==> src/fmac_pkg.sv <==
// Shared types and constants for the first-match ACL classifier.
// No dependencies; used by every module of the block.
`default_nettype none
package fmac_pkg;

  localparam int MaxRulesDefault = 64;
  localparam int QueueDepth      = 2;

  // Item kinds.
  localparam logic [1:0] KIND_APPEND   = 2'd0;
  localparam logic [1:0] KIND_DELETE   = 2'd1;
  localparam logic [1:0] KIND_CLASSIFY = 2'd2;

  // Result status codes.
  localparam logic [1:0] STATUS_OK        = 2'd0;
  localparam logic [1:0] STATUS_BAD_INDEX = 2'd1;
  localparam logic [1:0] STATUS_FULL      = 2'd2;

  typedef struct packed {
    logic [1:0]  kind;
    logic        is_ipv6;
    logic [63:0] addr_high;
    logic [63:0] addr_low;
    logic        has_prefix;
    logic [7:0]  prefix_bits;
    logic [15:0] port_value;
    logic        port_wild;
    logic        allow_flag;
    logic [5:0]  rule_index;
  } in_item_t;

  typedef struct packed {
    logic [1:0] status;
    logic       allowed;
    logic       matched;
    logic [5:0] match_index;
    logic [6:0] rule_total;
  } out_item_t;

  // Stored rule: address plus attributes.
  typedef struct packed {
    logic [63:0] addr_upper;
    logic [63:0] addr_lower;
    logic        allow;
    logic        is_ipv6;
    logic        has_prefix;
    logic [7:0]  prefix_bits;
    logic [15:0] port;
    logic        port_wild;
  } rule_t;

  typedef enum logic [1:0] {
    ST_IDLE,
    ST_SCAN,
    ST_SHIFT,
    ST_DONE
  } engine_state_t;

  // Top n bits set in a 64-bit word, n saturating at 64.
  function automatic logic [63:0] top_mask(input logic [7:0] n);
    logic [63:0] m;
    m = '0;
    if (n >= 8'd64) begin
      m = '1;
    end else if (n != 8'd0) begin
      m = ~(64'hFFFF_FFFF_FFFF_FFFF >> n[5:0]);
    end
    return m;
  endfunction

  // Match of one stored rule against a packet.
  function automatic logic rule_hit(input rule_t r, input in_item_t p);
    logic [7:0]  len;
    logic [63:0] mh;
    logic [63:0] ml;
    logic [31:0] m4;
    logic        hit;
    hit = 1'b0;
    if (r.is_ipv6 == p.is_ipv6 && (r.port_wild || r.port == p.port_value)) begin
      if (p.is_ipv6) begin
        len = (!r.has_prefix || r.prefix_bits > 8'd128) ? 8'd128 : r.prefix_bits;
        mh  = top_mask(len);
        ml  = top_mask((len > 8'd64) ? len - 8'd64 : 8'd0);
        hit = (((p.addr_high ^ r.addr_upper) & mh) == '0) &&
              (((p.addr_low ^ r.addr_lower) & ml) == '0);
      end else begin
        len = (!r.has_prefix || r.prefix_bits > 8'd32) ? 8'd32 : r.prefix_bits;
        mh  = top_mask(len);
        m4  = mh[63:32];
        hit = ((p.addr_low[31:0] ^ r.addr_lower[31:0]) & m4) == '0;
      end
    end
    return hit;
  endfunction

endpackage
`default_nettype wire

==> src/fmac_queue.sv <==
// Small FIFO that decouples the front end from the rule engine.
// Depends on fmac_pkg for the transaction type.
`default_nettype none
module fmac_queue
  import fmac_pkg::*;
#(
  parameter int Depth = QueueDepth
) (
  input  wire logic     clk,
  input  wire logic     rst_n,
  input  wire logic     wr_valid,
  output      logic     wr_ready,
  input  wire in_item_t wr_data,
  output      logic     rd_valid,
  input  wire logic     rd_ready,
  output      in_item_t rd_data
);
  localparam int AW = (Depth > 1) ? $clog2(Depth) : 1;
  localparam int CW = $clog2(Depth + 1);

  in_item_t          slot_r [Depth];
  logic [AW-1:0]     wp_r, rp_r;
  logic [CW-1:0]     cnt_r;
  logic              push, pop;

  assign wr_ready = (cnt_r != CW'(Depth));
  assign rd_valid = (cnt_r != '0);
  assign rd_data  = slot_r[rp_r];
  assign push     = wr_valid && wr_ready;
  assign pop      = rd_valid && rd_ready;

  // Storage writes carry no reset.
  always_ff @(posedge clk) begin
    if (push) begin
      slot_r[wp_r] <= wr_data;
    end
  end

  // Pointers and fill count.
  always_ff @(posedge clk) begin
    if (!rst_n) begin
      wp_r  <= '0;
      rp_r  <= '0;
      cnt_r <= '0;
    end else begin
      if (push) begin
        wp_r <= (wp_r == AW'(Depth - 1)) ? '0 : wp_r + 1'b1;
      end
      if (pop) begin
        rp_r <= (rp_r == AW'(Depth - 1)) ? '0 : rp_r + 1'b1;
      end
      cnt_r <= cnt_r + CW'(push) - CW'(pop);
    end
  end
endmodule
`default_nettype wire

==> config.mk <==
export PLATFORM = sky130hd
export DESIGN_NAME = fmac_queue
export DESIGN_NICKNAME = d
export VERILOG_FILES = /design/src/fmac_pkg.sv /design/src/fmac_queue.sv
export SDC_FILE = /design/constraint.sdc
export NUM_CORES = 1
export LEC_CHECK = 0
export BUFFER_PORTS_ARGS = -buffer_cell sky130_fd_sc_hd__clkbuf_2
export CAP_MARGIN = 25
export CORE_MARGIN = 1.5
export CORE_UTILIZATION = 50
export CTS_CLUSTER_DIAMETER = 120
export DETAILED_ROUTE_END_ITERATION = 8
export HOLD_SLACK_MARGIN = 0.1
export PLACE_DENSITY = 0.77
export SYNTH_ARGS = -nofsm -noshare
export SYNTH_HDL_FRONTEND = slang
export SYNTH_SLANG_ARGS = --single-unit
==> constraint.sdc <==
create_clock -name clk -period 9.1 [get_ports clk]
set_clock_uncertainty 0.1 [all_clocks]
set_input_delay 1.82 -clock clk [delete_from_list [all_inputs] [get_ports clk]]
set_output_delay 1.82 -clock clk [all_outputs]
set_load 0.01 [all_outputs]
==> impl_summary.log, run 1 <==
[metrics] area of the mapped netlist: 12,200 um^2
[metrics] vias in the first global route: 6,561
[metrics] post-synthesis sequential area ratio: 0.816
[metrics] reg-to-reg critical path startpoint: cnt_r[0]
[metrics] register bit total from synthesis: 333
[metrics] total power per unit cell area: 263 nW/um^2
[metrics] endpoints failing setup: 0
[metrics] Worst Reg2Reg Path Length in Cells: 4
[metrics] beginning of the worst hold path: wp_r
[metrics] post-cts resize count: 0
[metrics] result of the run: completed
[metrics] ratio of cells with drive above 1 in the final layout: 0.601
[metrics] number of port buffers: 333
[metrics] Non-Filler Cell Area, Final: 15,100 um^2
[metrics] number of slew-limit violations in the final report: 0
[metrics] final total power: 3980 uW
[metrics] average wire per cell in the routed design: 18.6 um
[metrics] die height: 159 um
[metrics] Initial DRT Pass Iterations: 4
[metrics] Post-synth EDFFs: 328
[metrics] transition time of the tightest slew-check pin: 1010 ps
[metrics] area taken by flip-flops and latches: 9950 um^2
[metrics] tightest slew margin relative to the limit: 0.327
[metrics] clock tree from TritonCTS: yes
[metrics] Cell Rows: 56
[metrics] startpoint class of the critical path: register
[metrics] total placed instance area: 14,100 um^2
[metrics] largest net degree at the start of global routing: 91
[metrics] upper clock frequency limit: 233 MHz
[metrics] crit path max fanout: 74
[metrics] startpoint-to-endpoint class of the critical path: register to output port
[metrics] Yosys warning total: 0
[metrics] critical path endpoint category: output port
[metrics] synthesis-to-finish area growth: 24.2%
[metrics] final weighted congestion of routability-driven global placement: 0.737
[metrics] TritonCTS buffer count: 34
[metrics] number of nets in the synthesized netlist: 708
[metrics] main flop type after synthesis: sky130_fd_sc_hd__edfxtp_1
[metrics] clock insertion delay at the later pin of the skew report: 490 ps
[metrics] number of vias after detailed routing: 6,228
[metrics] area inside the core boundary: 23,700 um^2
[metrics] number of sinks driven by the clock tree: 333
[metrics] Initial Utilization: 0.515
[metrics] deepest clock path buffer count: 3
[metrics] number of fill cells: 1,692
[metrics] number of violations of the max-capacitance limit: 0
[metrics] I/O pin count: 334
[metrics] area of combinational cells with multiple inputs: 2010 um^2
[metrics] async set-or-reset flop fraction in the synthesized netlist: 0
[metrics] initial antenna violation count: 1
[metrics] core utilization of the finished layout: 0.640
[metrics] minimum clock period: 4290 ps
[metrics] root buffer selected by CTS: sky130_fd_sc_hd__clkbuf_16
[metrics] hold buffers post-CTS: 0
[metrics] Total Routing Usage GR: 0.180
[metrics] type of the worst min-delay path: register to register
[metrics] data arrival time at the worst-slack endpoint: 2370 ps
[metrics] cell depth of the worst hold path: 2
[metrics] H-tree level count: 2
[metrics] final setup TNS: 0 ps
[metrics] final net count: 1,065
[metrics] Distinct cells, synth: 25
[metrics] Die Outline Area: 25,300 um^2
[metrics] worst vdd rail ir drop: 0.000193 V
[metrics] number of routed nets with antenna violations: 0
[metrics] required time of the critical path: 7180 ps
[metrics] final global-route overflow total: 0
[metrics] via count normalized by instance count: 5.03
[metrics] DRC errors left: 0
[metrics] global-route wire length before repair: 35,100 um
[metrics] unrepaired setup endpoints after global routing: no
[metrics] Avg Cell Area, Syn: 22.6 um^2
[metrics] LEAKAGE: 0.00571 uW
[metrics] DRT iter0 DRCs: 385
[metrics] number of hold violations in the final report: 0
[metrics] wire length after detailed routing: 23,000 um
[metrics] number of setup buffers added after CTS: 0
[metrics] width of the die: 159 um
[metrics] clock-pin slew on the worst setup and hold paths: 60 ps
[metrics] fin crit share: 0.471
[metrics] Final HPWL DP: 14,900 um
[metrics] Syn Inst Count: 539
final timing paths:
kind	end	slack (ps)
max	rd_data[21]	4810
min	wp_r	500
max reg2reg	slot_r[0][87]	6050
min reg2reg	wp_r	500
final cells by class:
type	instances	share of cell area
antenna	1	0.000165
inverter	1	0.000578
sequential	333	0.657
timing repair buffer	339	0.114
multi-input combinational	187	0.133
clock inverter	14	0.00578
tap	319	0.0264
clock buffer	43	0.0626
cells in the mapped netlist, drive strengths merged, types with 2 or more instances:
cell type | instances | area share
nand2b | 2 | 0.0010
o21ai | 2 | 0.00082
buf | 5 | 0.0046
mux2 | 164 | 0.15
and2 | 3 | 0.0015
a21bo | 2 | 0.0016
nor2 | 2 | 0.00062
edfxtp | 328 | 0.81
clkbuf | 13 | 0.015
dfxtp | 5 | 0.0082
worst max-delay path: stages, from the launching register on:
cell,delay [ps]
sky130_fd_sc_hd__dfxtp_4,430
sky130_fd_sc_hd__buf_4,730
sky130_fd_sc_hd__mux2_2,440
sky130_fd_sc_hd__clkbuf_2,150
kinds of logic after synthesis:
kind of cell	share of synthesized area
AOI/OAI and AO/OA	0.00472
xor gates and xnor gates	0.000718
adders and majority gates	0.00103
buffers and inverters	0.0196
DFF	0.816
muxes	0.152
and+or+nand+nor	0.00605
power by group:
part	switching (uW)	internal, uW
clock network	524	761
logic	424	363
registers	40.7	1870
routing by layer:
layer,part of all wire,wire length (um),track usage
met1,0.38,8750,0.206
met2,0.50,11500,0.308
met3,0.083,1910,0.0573
met4,0.038,869,0.0823
met5,0,0,0
cells in the final DEF, fill, tap and decap left out, types with 2 or more instances in the layout:
cell                        count
sky130_fd_sc_hd__clkbuf_2     333
sky130_fd_sc_hd__edfxtp_1     328
sky130_fd_sc_hd__nor2_1         2
sky130_fd_sc_hd__dfxtp_1        4
sky130_fd_sc_hd__clkinv_2       3
sky130_fd_sc_hd__and2_1         3
sky130_fd_sc_hd__clkbuf_1       6
sky130_fd_sc_hd__mux2_2       164
sky130_fd_sc_hd__clkinv_1       9
sky130_fd_sc_hd__nand2b_1       2
sky130_fd_sc_hd__clkbuf_16     37
sky130_fd_sc_hd__inv_6          2
sky130_fd_sc_hd__buf_4          5
sequential cells by signal (all words and copies together), names as in the netlist, named ones only:
name and cells:
rp_r 1, wp_r 1, cnt_r 2, slot_r 328
per-stage QoR:
step | instances | worst slack, ps | hold WS [ps]
after CTS | 1235 | 4760 | 497
after global routing | 1236 | 4690 | 511
after detailed placement | 1178 | 4740 | 477
after floorplan | 539 | 2830 | 426
after global placement | 1178 | 4750 | 468
final | 1237 | 4810 | 497
Note: power is estimated with default switching activity, not from simulation.
==> inputs of run 2 (changes only) <==
--- a/config.mk
+++ b/config.mk
@@ -8,11 +8,11 @@
 export BUFFER_PORTS_ARGS = -buffer_cell sky130_fd_sc_hd__clkbuf_2
 export CAP_MARGIN = 25
 export CORE_MARGIN = 1.5
-export CORE_UTILIZATION = 50
+export CORE_UTILIZATION = 47
 export CTS_CLUSTER_DIAMETER = 120
 export DETAILED_ROUTE_END_ITERATION = 8
 export HOLD_SLACK_MARGIN = 0.1
-export PLACE_DENSITY = 0.77
+export PLACE_DENSITY = 0.76
 export SYNTH_ARGS = -nofsm -noshare
 export SYNTH_HDL_FRONTEND = slang
 export SYNTH_SLANG_ARGS = --single-unit
==> constraint.sdc (replaced) <==
create_clock -name clk -period 3.5 [get_ports clk]
set_clock_uncertainty 0.1 [all_clocks]
set_input_delay 0.7 -clock clk [delete_from_list [all_inputs] [get_ports clk]]
set_output_delay 0.7 -clock clk [all_outputs]
set_load 0.01 [all_outputs]
==> run 2 against run 1 <==
Compared with the run above: register-to-register slack worse by 4800 ps; non-clock buffer count is 2 higher; combinational power grew to 2.6 times the previous value; final cell count is 1.3% higher; clock power grew to 2.6 times the previous value; via count is 0.56% higher; critical path depth stayed put; global-route usage is 1.2 points lower; power grew to 2.6 times the previous value; critical path type unchanged; worst setup slack worse by 4200 ps; largest cell class unchanged; first-iteration DRC count is 4.7% lower; die area is 6.3% higher.
==> impl_summary.log, run 2 (synthesis gave the netlist of run 1 again) <==
[metrics] TritonCTS buffer count: 34 (unchanged)
[metrics] number of routed nets with antenna violations: 0 (unchanged)
[metrics] Cell Rows: 58 (+3.6%)
[metrics] number of port buffers: 333 (unchanged)
[metrics] met2 routing resource usage after global routing: 0.288 (-0.0202)
[metrics] I/O pin count: 334 (unchanged)
[metrics] number of hold violations in the final report: 0 (unchanged)
[metrics] Hold Path End: slot_r[1][60]
[metrics] area inside the core boundary: 25,300 um^2 (+6.9%)
[metrics] number of violations of the max-capacitance limit: 0 (unchanged)
[metrics] Total Routing Usage GR: 0.168 (-0.0117)
[metrics] Final HPWL DP: 15,700 um (+4.9%)
[metrics] unrepaired setup endpoints after global routing: no
[metrics] top library cells by usage in the layout, fill and taps aside: 333 x sky130_fd_sc_hd__clkbuf_2, 328 x sky130_fd_sc_hd__edfxtp_1, 164 x sky130_fd_sc_hd__mux2_2
[metrics] clock-pin slew on the worst setup and hold paths: 60 ps (about the same)
[metrics] core utilization of the finished layout: 0.602 (-0.0376)
[metrics] reg-to-reg critical path startpoint: cnt_r[0]
[metrics] most utilized layer in the global route result: met2
[metrics] data arrival time at the worst-slack endpoint: 2060 ps (-310 ps)
[metrics] startpoint class of the critical path: register
[metrics] width of the die: 164 um (+3.1%)
[metrics] cell depth of the worst hold path: 1 (-1)
[metrics] Largest Register: slot_r
[metrics] DRT iter0 DRCs: 367 (-4.7%)
[metrics] number of placed instances, taps included: 1,192 (+1.2%)
[metrics] largest net degree at the start of global routing: 125 (+37%)
[metrics] root buffer selected by CTS: sky130_fd_sc_hd__clkbuf_16
[metrics] most common library cell in the layout ignoring fill and taps: sky130_fd_sc_hd__clkbuf_2
[metrics] non-filler cells, final: 1,253 (+1.3%)
[metrics] hold buffers post-CTS: 0 (unchanged)
[metrics] total power per unit cell area: 684 nW/um^2 (+160%)
[metrics] die height: 164 um (+3.1%)
[metrics] minimum clock period: 2860 ps
[metrics] result of the run: completed
[metrics] type of the worst min-delay path: primary input to register
[metrics] DRC errors left: 0 (unchanged)
[metrics] worst vdd rail ir drop: 0.000474 V (+150%)
[metrics] number of flip-flops in the largest register: 328 (unchanged)
[metrics] endpoints failing setup: 0 (unchanged)
[metrics] via count normalized by instance count: 5.00 (-0.72%)
[metrics] number of setup buffers added after CTS: 0 (unchanged)
[metrics] required time of the critical path: 2700 ps (-4480 ps)
[metrics] transition time of the tightest slew-check pin: 849 ps (-161 ps)
[metrics] GR Layer Usage met1: 0.197 (-0.00869)
[metrics] vias in the first global route: 6,478 (-1.3%)
[metrics] average wire per cell in the routed design: 19.0 um (+2.0%)
[metrics] number of vias after detailed routing: 6,263 (+0.56%)
[metrics] Initial Utilization: 0.482 (-0.0334)
[metrics] H-tree level count: 2 (unchanged)
[metrics] number of sinks driven by the clock tree: 333 (unchanged)
[metrics] Worst Reg2Reg Path Length in Cells: 5 (+1)
[metrics] clock tree from TritonCTS: yes
[metrics] deepest clock path buffer count: 3 (unchanged)
[metrics] final net count: 1,067 (+0.19%)
[metrics] clock insertion delay at the later pin of the skew report: 490 ps (about the same)
[metrics] global-route wire length before repair: 34,400 um (-2.0%)
[metrics] LEAKAGE: 0.00573 uW (+0.27%)
[metrics] register-to-register setup slack: 1300 ps (-4750 ps)
[metrics] wire length after detailed routing: 23,800 um (+3.3%)
[metrics] fraction of met3 tracks used by global routing: 0.0548 (-0.00251)
[metrics] registers with the most flip-flops: slot_r: 328 flops, cnt_r: 2 flops
[metrics] Die Outline Area: 26,900 um^2 (+6.3%)
[metrics] startpoint-to-endpoint class of the critical path: register to output port
[metrics] ratio of cells with drive above 1 in the final layout: 0.602 (+0.00108)
[metrics] final global-route overflow total: 0 (unchanged)
[metrics] initial antenna violation count: 1 (unchanged)
[metrics] final weighted congestion of routability-driven global placement: 0.725 (-1.5%)
[metrics] final-layout worst hold slack: 289 ps (-208 ps)
[metrics] upper clock frequency limit: 349 MHz
[metrics] number of slew-limit violations in the final report: 0 (unchanged)
[metrics] fin crit share: 0.819
[metrics] beginning of the worst hold path: wr_data[60]
[metrics] Initial DRT Pass Iterations: 4 (unchanged)
[metrics] synthesis-to-finish area growth: 25.0%
[metrics] tightest slew margin relative to the limit: 0.434 (+0.107)
[metrics] critical register-to-register path endpoint: slot_r[0][146]
[metrics] post-cts resize count: 0 (unchanged)
[metrics] critical path endpoint category: output port
[metrics] crit path max fanout: 124 (+68%)
[run 2: worst max-delay path by stage]
stage,cells after the start,end,start,slack (ps)
5_1_grt,3,rd_data[61],register,580
3_3_place_gp,5,slot_r[0][72],wr_valid,1120
2_1_floorplan,2,slot_r[0][0],wr_valid,-290
3_5_place_dp,5,slot_r[0][72],wr_valid,1090
6_report,3,rd_data[35],register,640
4_1_cts,3,rd_data[153],register,670
[run 2: cell type report]
class	count	area (um^2)
fillers	1876	10100
flip-flops and latches	333	9950
multi-input cells	187	2010
repair buffers	341	1800
clock buffers	46	960
well taps	330	413
clock inverters	14	93.8
inverters	1	7.51
diodes	1	2.50
[run 2: critical path, stage by stage (launching register included)]
cell                       delay (ps)
sky130_fd_sc_hd__dfxtp_4          350
sky130_fd_sc_hd__buf_12           390
sky130_fd_sc_hd__mux2_2           420
sky130_fd_sc_hd__clkbuf_2         140
[run 2: per-layer routing]
metal	vias to the layer above	wire, um
li1	2880	-
met1	3080	9160
met2	248	11900
met3	55	1990
met4	0	714
met5	-	0
[run 2: report_power, final]
part / switching, uW / internal, uW
combinational: 1120 / 963
sequential: 98.0 / 4850
clock: 1390 / 2000
[run 2: per-stage QoR]
step	area, um^2	setup WS [ps]	power (uW)	setup TNS [ps]
after global placement	14200	1120	7080	0
after global routing	15200	583	10800	0
after floorplan	12200	-292	6410	-47870
after detailed placement	14200	1090	7140	0
final	15200	635	10400	0
after CTS	15200	669	10500	0
==> inputs of run 3 (changes only) <==
--- a/config.mk
+++ b/config.mk
@@ -5,14 +5,15 @@
 export SDC_FILE = /design/constraint.sdc
 export NUM_CORES = 1
 export LEC_CHECK = 0
+export ABC_AREA = 1
 export BUFFER_PORTS_ARGS = -buffer_cell sky130_fd_sc_hd__clkbuf_2
 export CAP_MARGIN = 25
 export CORE_MARGIN = 1.5
-export CORE_UTILIZATION = 47
+export CORE_UTILIZATION = 50
 export CTS_CLUSTER_DIAMETER = 120
 export DETAILED_ROUTE_END_ITERATION = 8
 export HOLD_SLACK_MARGIN = 0.1
-export PLACE_DENSITY = 0.76
+export PLACE_DENSITY = 0.77
 export SYNTH_ARGS = -nofsm -noshare
 export SYNTH_HDL_FRONTEND = slang
 export SYNTH_SLANG_ARGS = --single-unit
==> constraint.sdc (replaced) <==
create_clock -name clk -period 2.92 [get_ports clk]
set_clock_uncertainty 0.1 [all_clocks]
set_input_delay 0.584 -clock clk [delete_from_list [all_inputs] [get_ports clk]]
set_output_delay 0.584 -clock clk [all_outputs]
set_load 0.01 [all_outputs]
==> run 3 against run 2 <==
Compared with the run above: cell area grew 0.94%; register-to-register slack lost 310 ps; clock power rose by 24%; via count rose by 0.35%; global-route usage up 1.6 points; routed wire length decreased by 1.3%; largest power group unchanged.
==> impl_summary.log, run 3 <==
[metrics] number of setup buffers added after CTS: 0 (unchanged)
[metrics] vias in the first global route: 6,689 (+3.3%)
[metrics] leading cell types by count after synthesis: 328 x sky130_fd_sc_hd__edfxtp_1, 164 x sky130_fd_sc_hd__mux2_2, 13 x sky130_fd_sc_hd__clkbuf_8
[metrics] CP Buf/Inv Count: 2 (unchanged)
[metrics] number of sinks driven by the clock tree: 333 (unchanged)
[metrics] average wire per cell in the routed design: 18.6 um (-2.0%)
[metrics] Die Outline Area: 25,300 um^2 (-6.1%)
[metrics] Post-synth EDFFs: 328 (unchanged)
[metrics] unrepaired setup endpoints after global routing: no
[metrics] Avg Cell Area, Syn: 22.3 um^2 (-1.6%)
[metrics] Yosys warning total: 0 (unchanged)
[metrics] main flop type after synthesis: sky130_fd_sc_hd__edfxtp_1
[metrics] global-route wire length before repair: 36,000 um (+4.5%)
[metrics] Initial Utilization: 0.514 (+0.0320)
[metrics] post-synthesis sequential area ratio: 0.818 (+0.00227)
[metrics] final net count: 1,087 (+1.9%)
[metrics] endpoints failing setup: 0 (unchanged)
[metrics] fin crit share: 0.921
[metrics] Total Routing Usage GR: 0.185 (+0.0164)
[metrics] Crit path largest cell delay: 630 ps (+210 ps)
[metrics] upper clock frequency limit: 372 MHz
[metrics] type of the worst min-delay path: primary input to register
[metrics] result of the run: completed
[metrics] fraction of synthesized cell area taken by the top area cell type: 0.810 (+0.00224)
[metrics] via count normalized by instance count: 4.98 (-0.36%)
[metrics] critical path cell sequence: buf_12 > mux2_2 > clkbuf_2
[metrics] transition time of the tightest slew-check pin: 614 ps (-235 ps)
[metrics] clock-pin slew on the worst setup and hold paths: 60 ps (about the same)
[metrics] wire length after detailed routing: 23,400 um (-1.3%)
[metrics] width of the die: 159 um (-3.1%)
[metrics] tightest slew margin relative to the limit: 0.590 (+0.156)
[metrics] largest cells by area after synthesis: sky130_fd_sc_hd__edfxtp_1 81%, sky130_fd_sc_hd__mux2_2 15%, sky130_fd_sc_hd__clkbuf_8 1.5%
[metrics] library cell occupying the most area in the post-synthesis netlist: sky130_fd_sc_hd__edfxtp_1
[metrics] number of slew-limit violations in the final report: 0 (unchanged)
[metrics] deepest clock path buffer count: 3 (unchanged)
[metrics] Initial DRT Pass Iterations: 5 (+1)
[metrics] synthesis-to-finish area growth: 26.5%
[metrics] most frequent cell after synthesis: sky130_fd_sc_hd__edfxtp_1
[metrics] post-cts resize count: 0 (unchanged)
[metrics] register bit total from synthesis: 333 (unchanged)
[metrics] Distinct cells, synth: 12 (-52%)
[metrics] root buffer selected by CTS: sky130_fd_sc_hd__clkbuf_16
[metrics] Syn Inst Count: 546 (+1.3%)
[metrics] data arrival time at the worst-slack endpoint: 2010 ps (-50 ps)
[metrics] critical path endpoint category: output port
[metrics] LEAKAGE: 0.00585 uW (+2.2%)
[metrics] number of hold violations in the final report: 0 (unchanged)
[metrics] async set-or-reset flop fraction in the synthesized netlist: 0 (unchanged)
[metrics] I/O pin count: 334 (unchanged)
[metrics] Largest Register: slot_r
[metrics] Final HPWL DP: 16,400 um (+4.5%)
[metrics] H-tree level count: 2 (unchanged)
[metrics] initial antenna violation count: 1 (unchanged)
[metrics] total power per unit cell area: 879 nW/um^2 (+29%)
[metrics] hold buffers post-CTS: 0 (unchanged)
[metrics] DRT iter0 DRCs: 323 (-12%)
[metrics] Cell Rows: 56 (-3.4%)
[metrics] clock insertion delay at the later pin of the skew report: 490 ps (about the same)
[metrics] largest net degree at the start of global routing: 51 (-59%)
[metrics] worst vdd rail ir drop: 0.000655 V (+38%)
[metrics] ratio of cells with drive above 1 in the final layout: 0.602 (about the same)
[metrics] number of nets in the synthesized netlist: 715 (+0.99%)
[metrics] number of flip-flops in the largest register: 328 (unchanged)
[metrics] final global-route overflow total: 0 (unchanged)
[metrics] cell with the largest stage delay on the worst path: sky130_fd_sc_hd__dfxtp_4
[metrics] number of routed nets with antenna violations: 0 (unchanged)
[metrics] required time of the critical path: 2240 ps (-460 ps)
[metrics] area inside the core boundary: 23,700 um^2 (-6.5%)
[metrics] number of vias after detailed routing: 6,285 (+0.35%)
[metrics] die height: 159 um (-3.1%)
[metrics] startpoint-to-endpoint class of the critical path: register to output port
[metrics] startpoint class of the critical path: register
[metrics] registers with the most flip-flops: slot_r: 328 flops, cnt_r: 2 flops
[metrics] minimum clock period: 2690 ps
[metrics] final weighted congestion of routability-driven global placement: 0.779 (+7.3%)
[metrics] area of the mapped netlist: 12,200 um^2 (-0.28%)
[metrics] clock tree from TritonCTS: yes
[metrics] DRC errors left: 0 (unchanged)
[metrics] number of port buffers: 333 (unchanged)
[metrics] final total power: 13,500 uW (+30%)
[metrics] TritonCTS buffer count: 35 (+2.9%)
[metrics] crit path max fanout: 50 (-60%)
[metrics] top library cells by usage in the layout, fill and taps aside: 333 x sky130_fd_sc_hd__clkbuf_2, 328 x sky130_fd_sc_hd__edfxtp_1, 164 x sky130_fd_sc_hd__mux2_2
[metrics] final-layout worst hold slack: 177 ps (-112 ps)
[metrics] most common library cell in the layout ignoring fill and taps: sky130_fd_sc_hd__clkbuf_2
[metrics] dominant delay contributor by cell family on the critical path: flip-flops
[metrics] number of violations of the max-capacitance limit: 0 (unchanged)
==> run 3: logic make-up (layout without fill, tap and decap cells) <==
| logic type | count (synthesis) | count (layout) | share of synthesized area |
|---|---|---|---|
| DFF | 333 | 333 | 0.818 |
| adders and majority gates | 1 | 1 | 0.00103 |
| AOI/OAI and AO/OA | 1 | 1 | 0.000411 |
| muxes | 164 | 164 | 0.152 |
| xor gates and xnor gates | 1 | 1 | 0.000720 |
| and+or+nand+nor | 21 | 21 | 0.00658 |
| buffers and inverters | 25 | 421 | 0.0215 |
| other | 0 | 1 | 0 |
==> run 3: worst paths after layout <==
| path | end | slack, ps | from | cells past startpoint |
|---|---|---|---|---|
| worst max-delay path | rd_data[132] | 230 | register | 3 |
| worst min-delay path | slot_r[0][108] | 180 | wr_data[108] | 1 |
| worst max register to register | slot_r[1][48] | 990 | cnt_r[0] | 5 |
| worst min register to register | register | 400 | rp_r | 2 |
==> run 3: final cells by class <==
class | count | area [um^2]
clock buffer | 44 | 952
inverter | 7 | 26.3
clock inverter | 17 | 153
multi-input combinational | 188 | 1990
sequential | 333 | 9950
fill | 1670 | 8290
timing repair buffer | 353 | 1920
antenna | 1 | 2.50
tap | 319 | 399
==> run 3: metal layers <==
metal  vias up  track usage  share of wire
met5         -            0              0
met1      3082        0.208           0.36
met3        63       0.0443          0.068
met2       239        0.333           0.53
li1       2901            -              -
met4         0       0.0836          0.040
==> run 3: stage by stage <==
stage / setup TNS (ps) / setup slack [ps] / cells / utilization / area [um^2]
3_5_place_dp: 0 / 708 / 1200 / 0.603 / 14300
2_1_floorplan: -223990 / -696 / 546 / - / 12200
4_1_cts: 0 / 187 / 1261 / 0.650 / 15400
6_report: 0 / 231 / 1262 / 0.650 / 15400
3_3_place_gp: 0 / 722 / 1200 / 0.603 / 14300
5_1_grt: 0 / 131 / 1262 / 0.650 / 15400
==> run 3: where the power goes <==
part / internal, uW / switching [uW] / total (uW)
Clock: 2570 / 1640 / 4200
Sequential: 6060 / 209 / 6270
Combinational: 1410 / 1650 / 3060
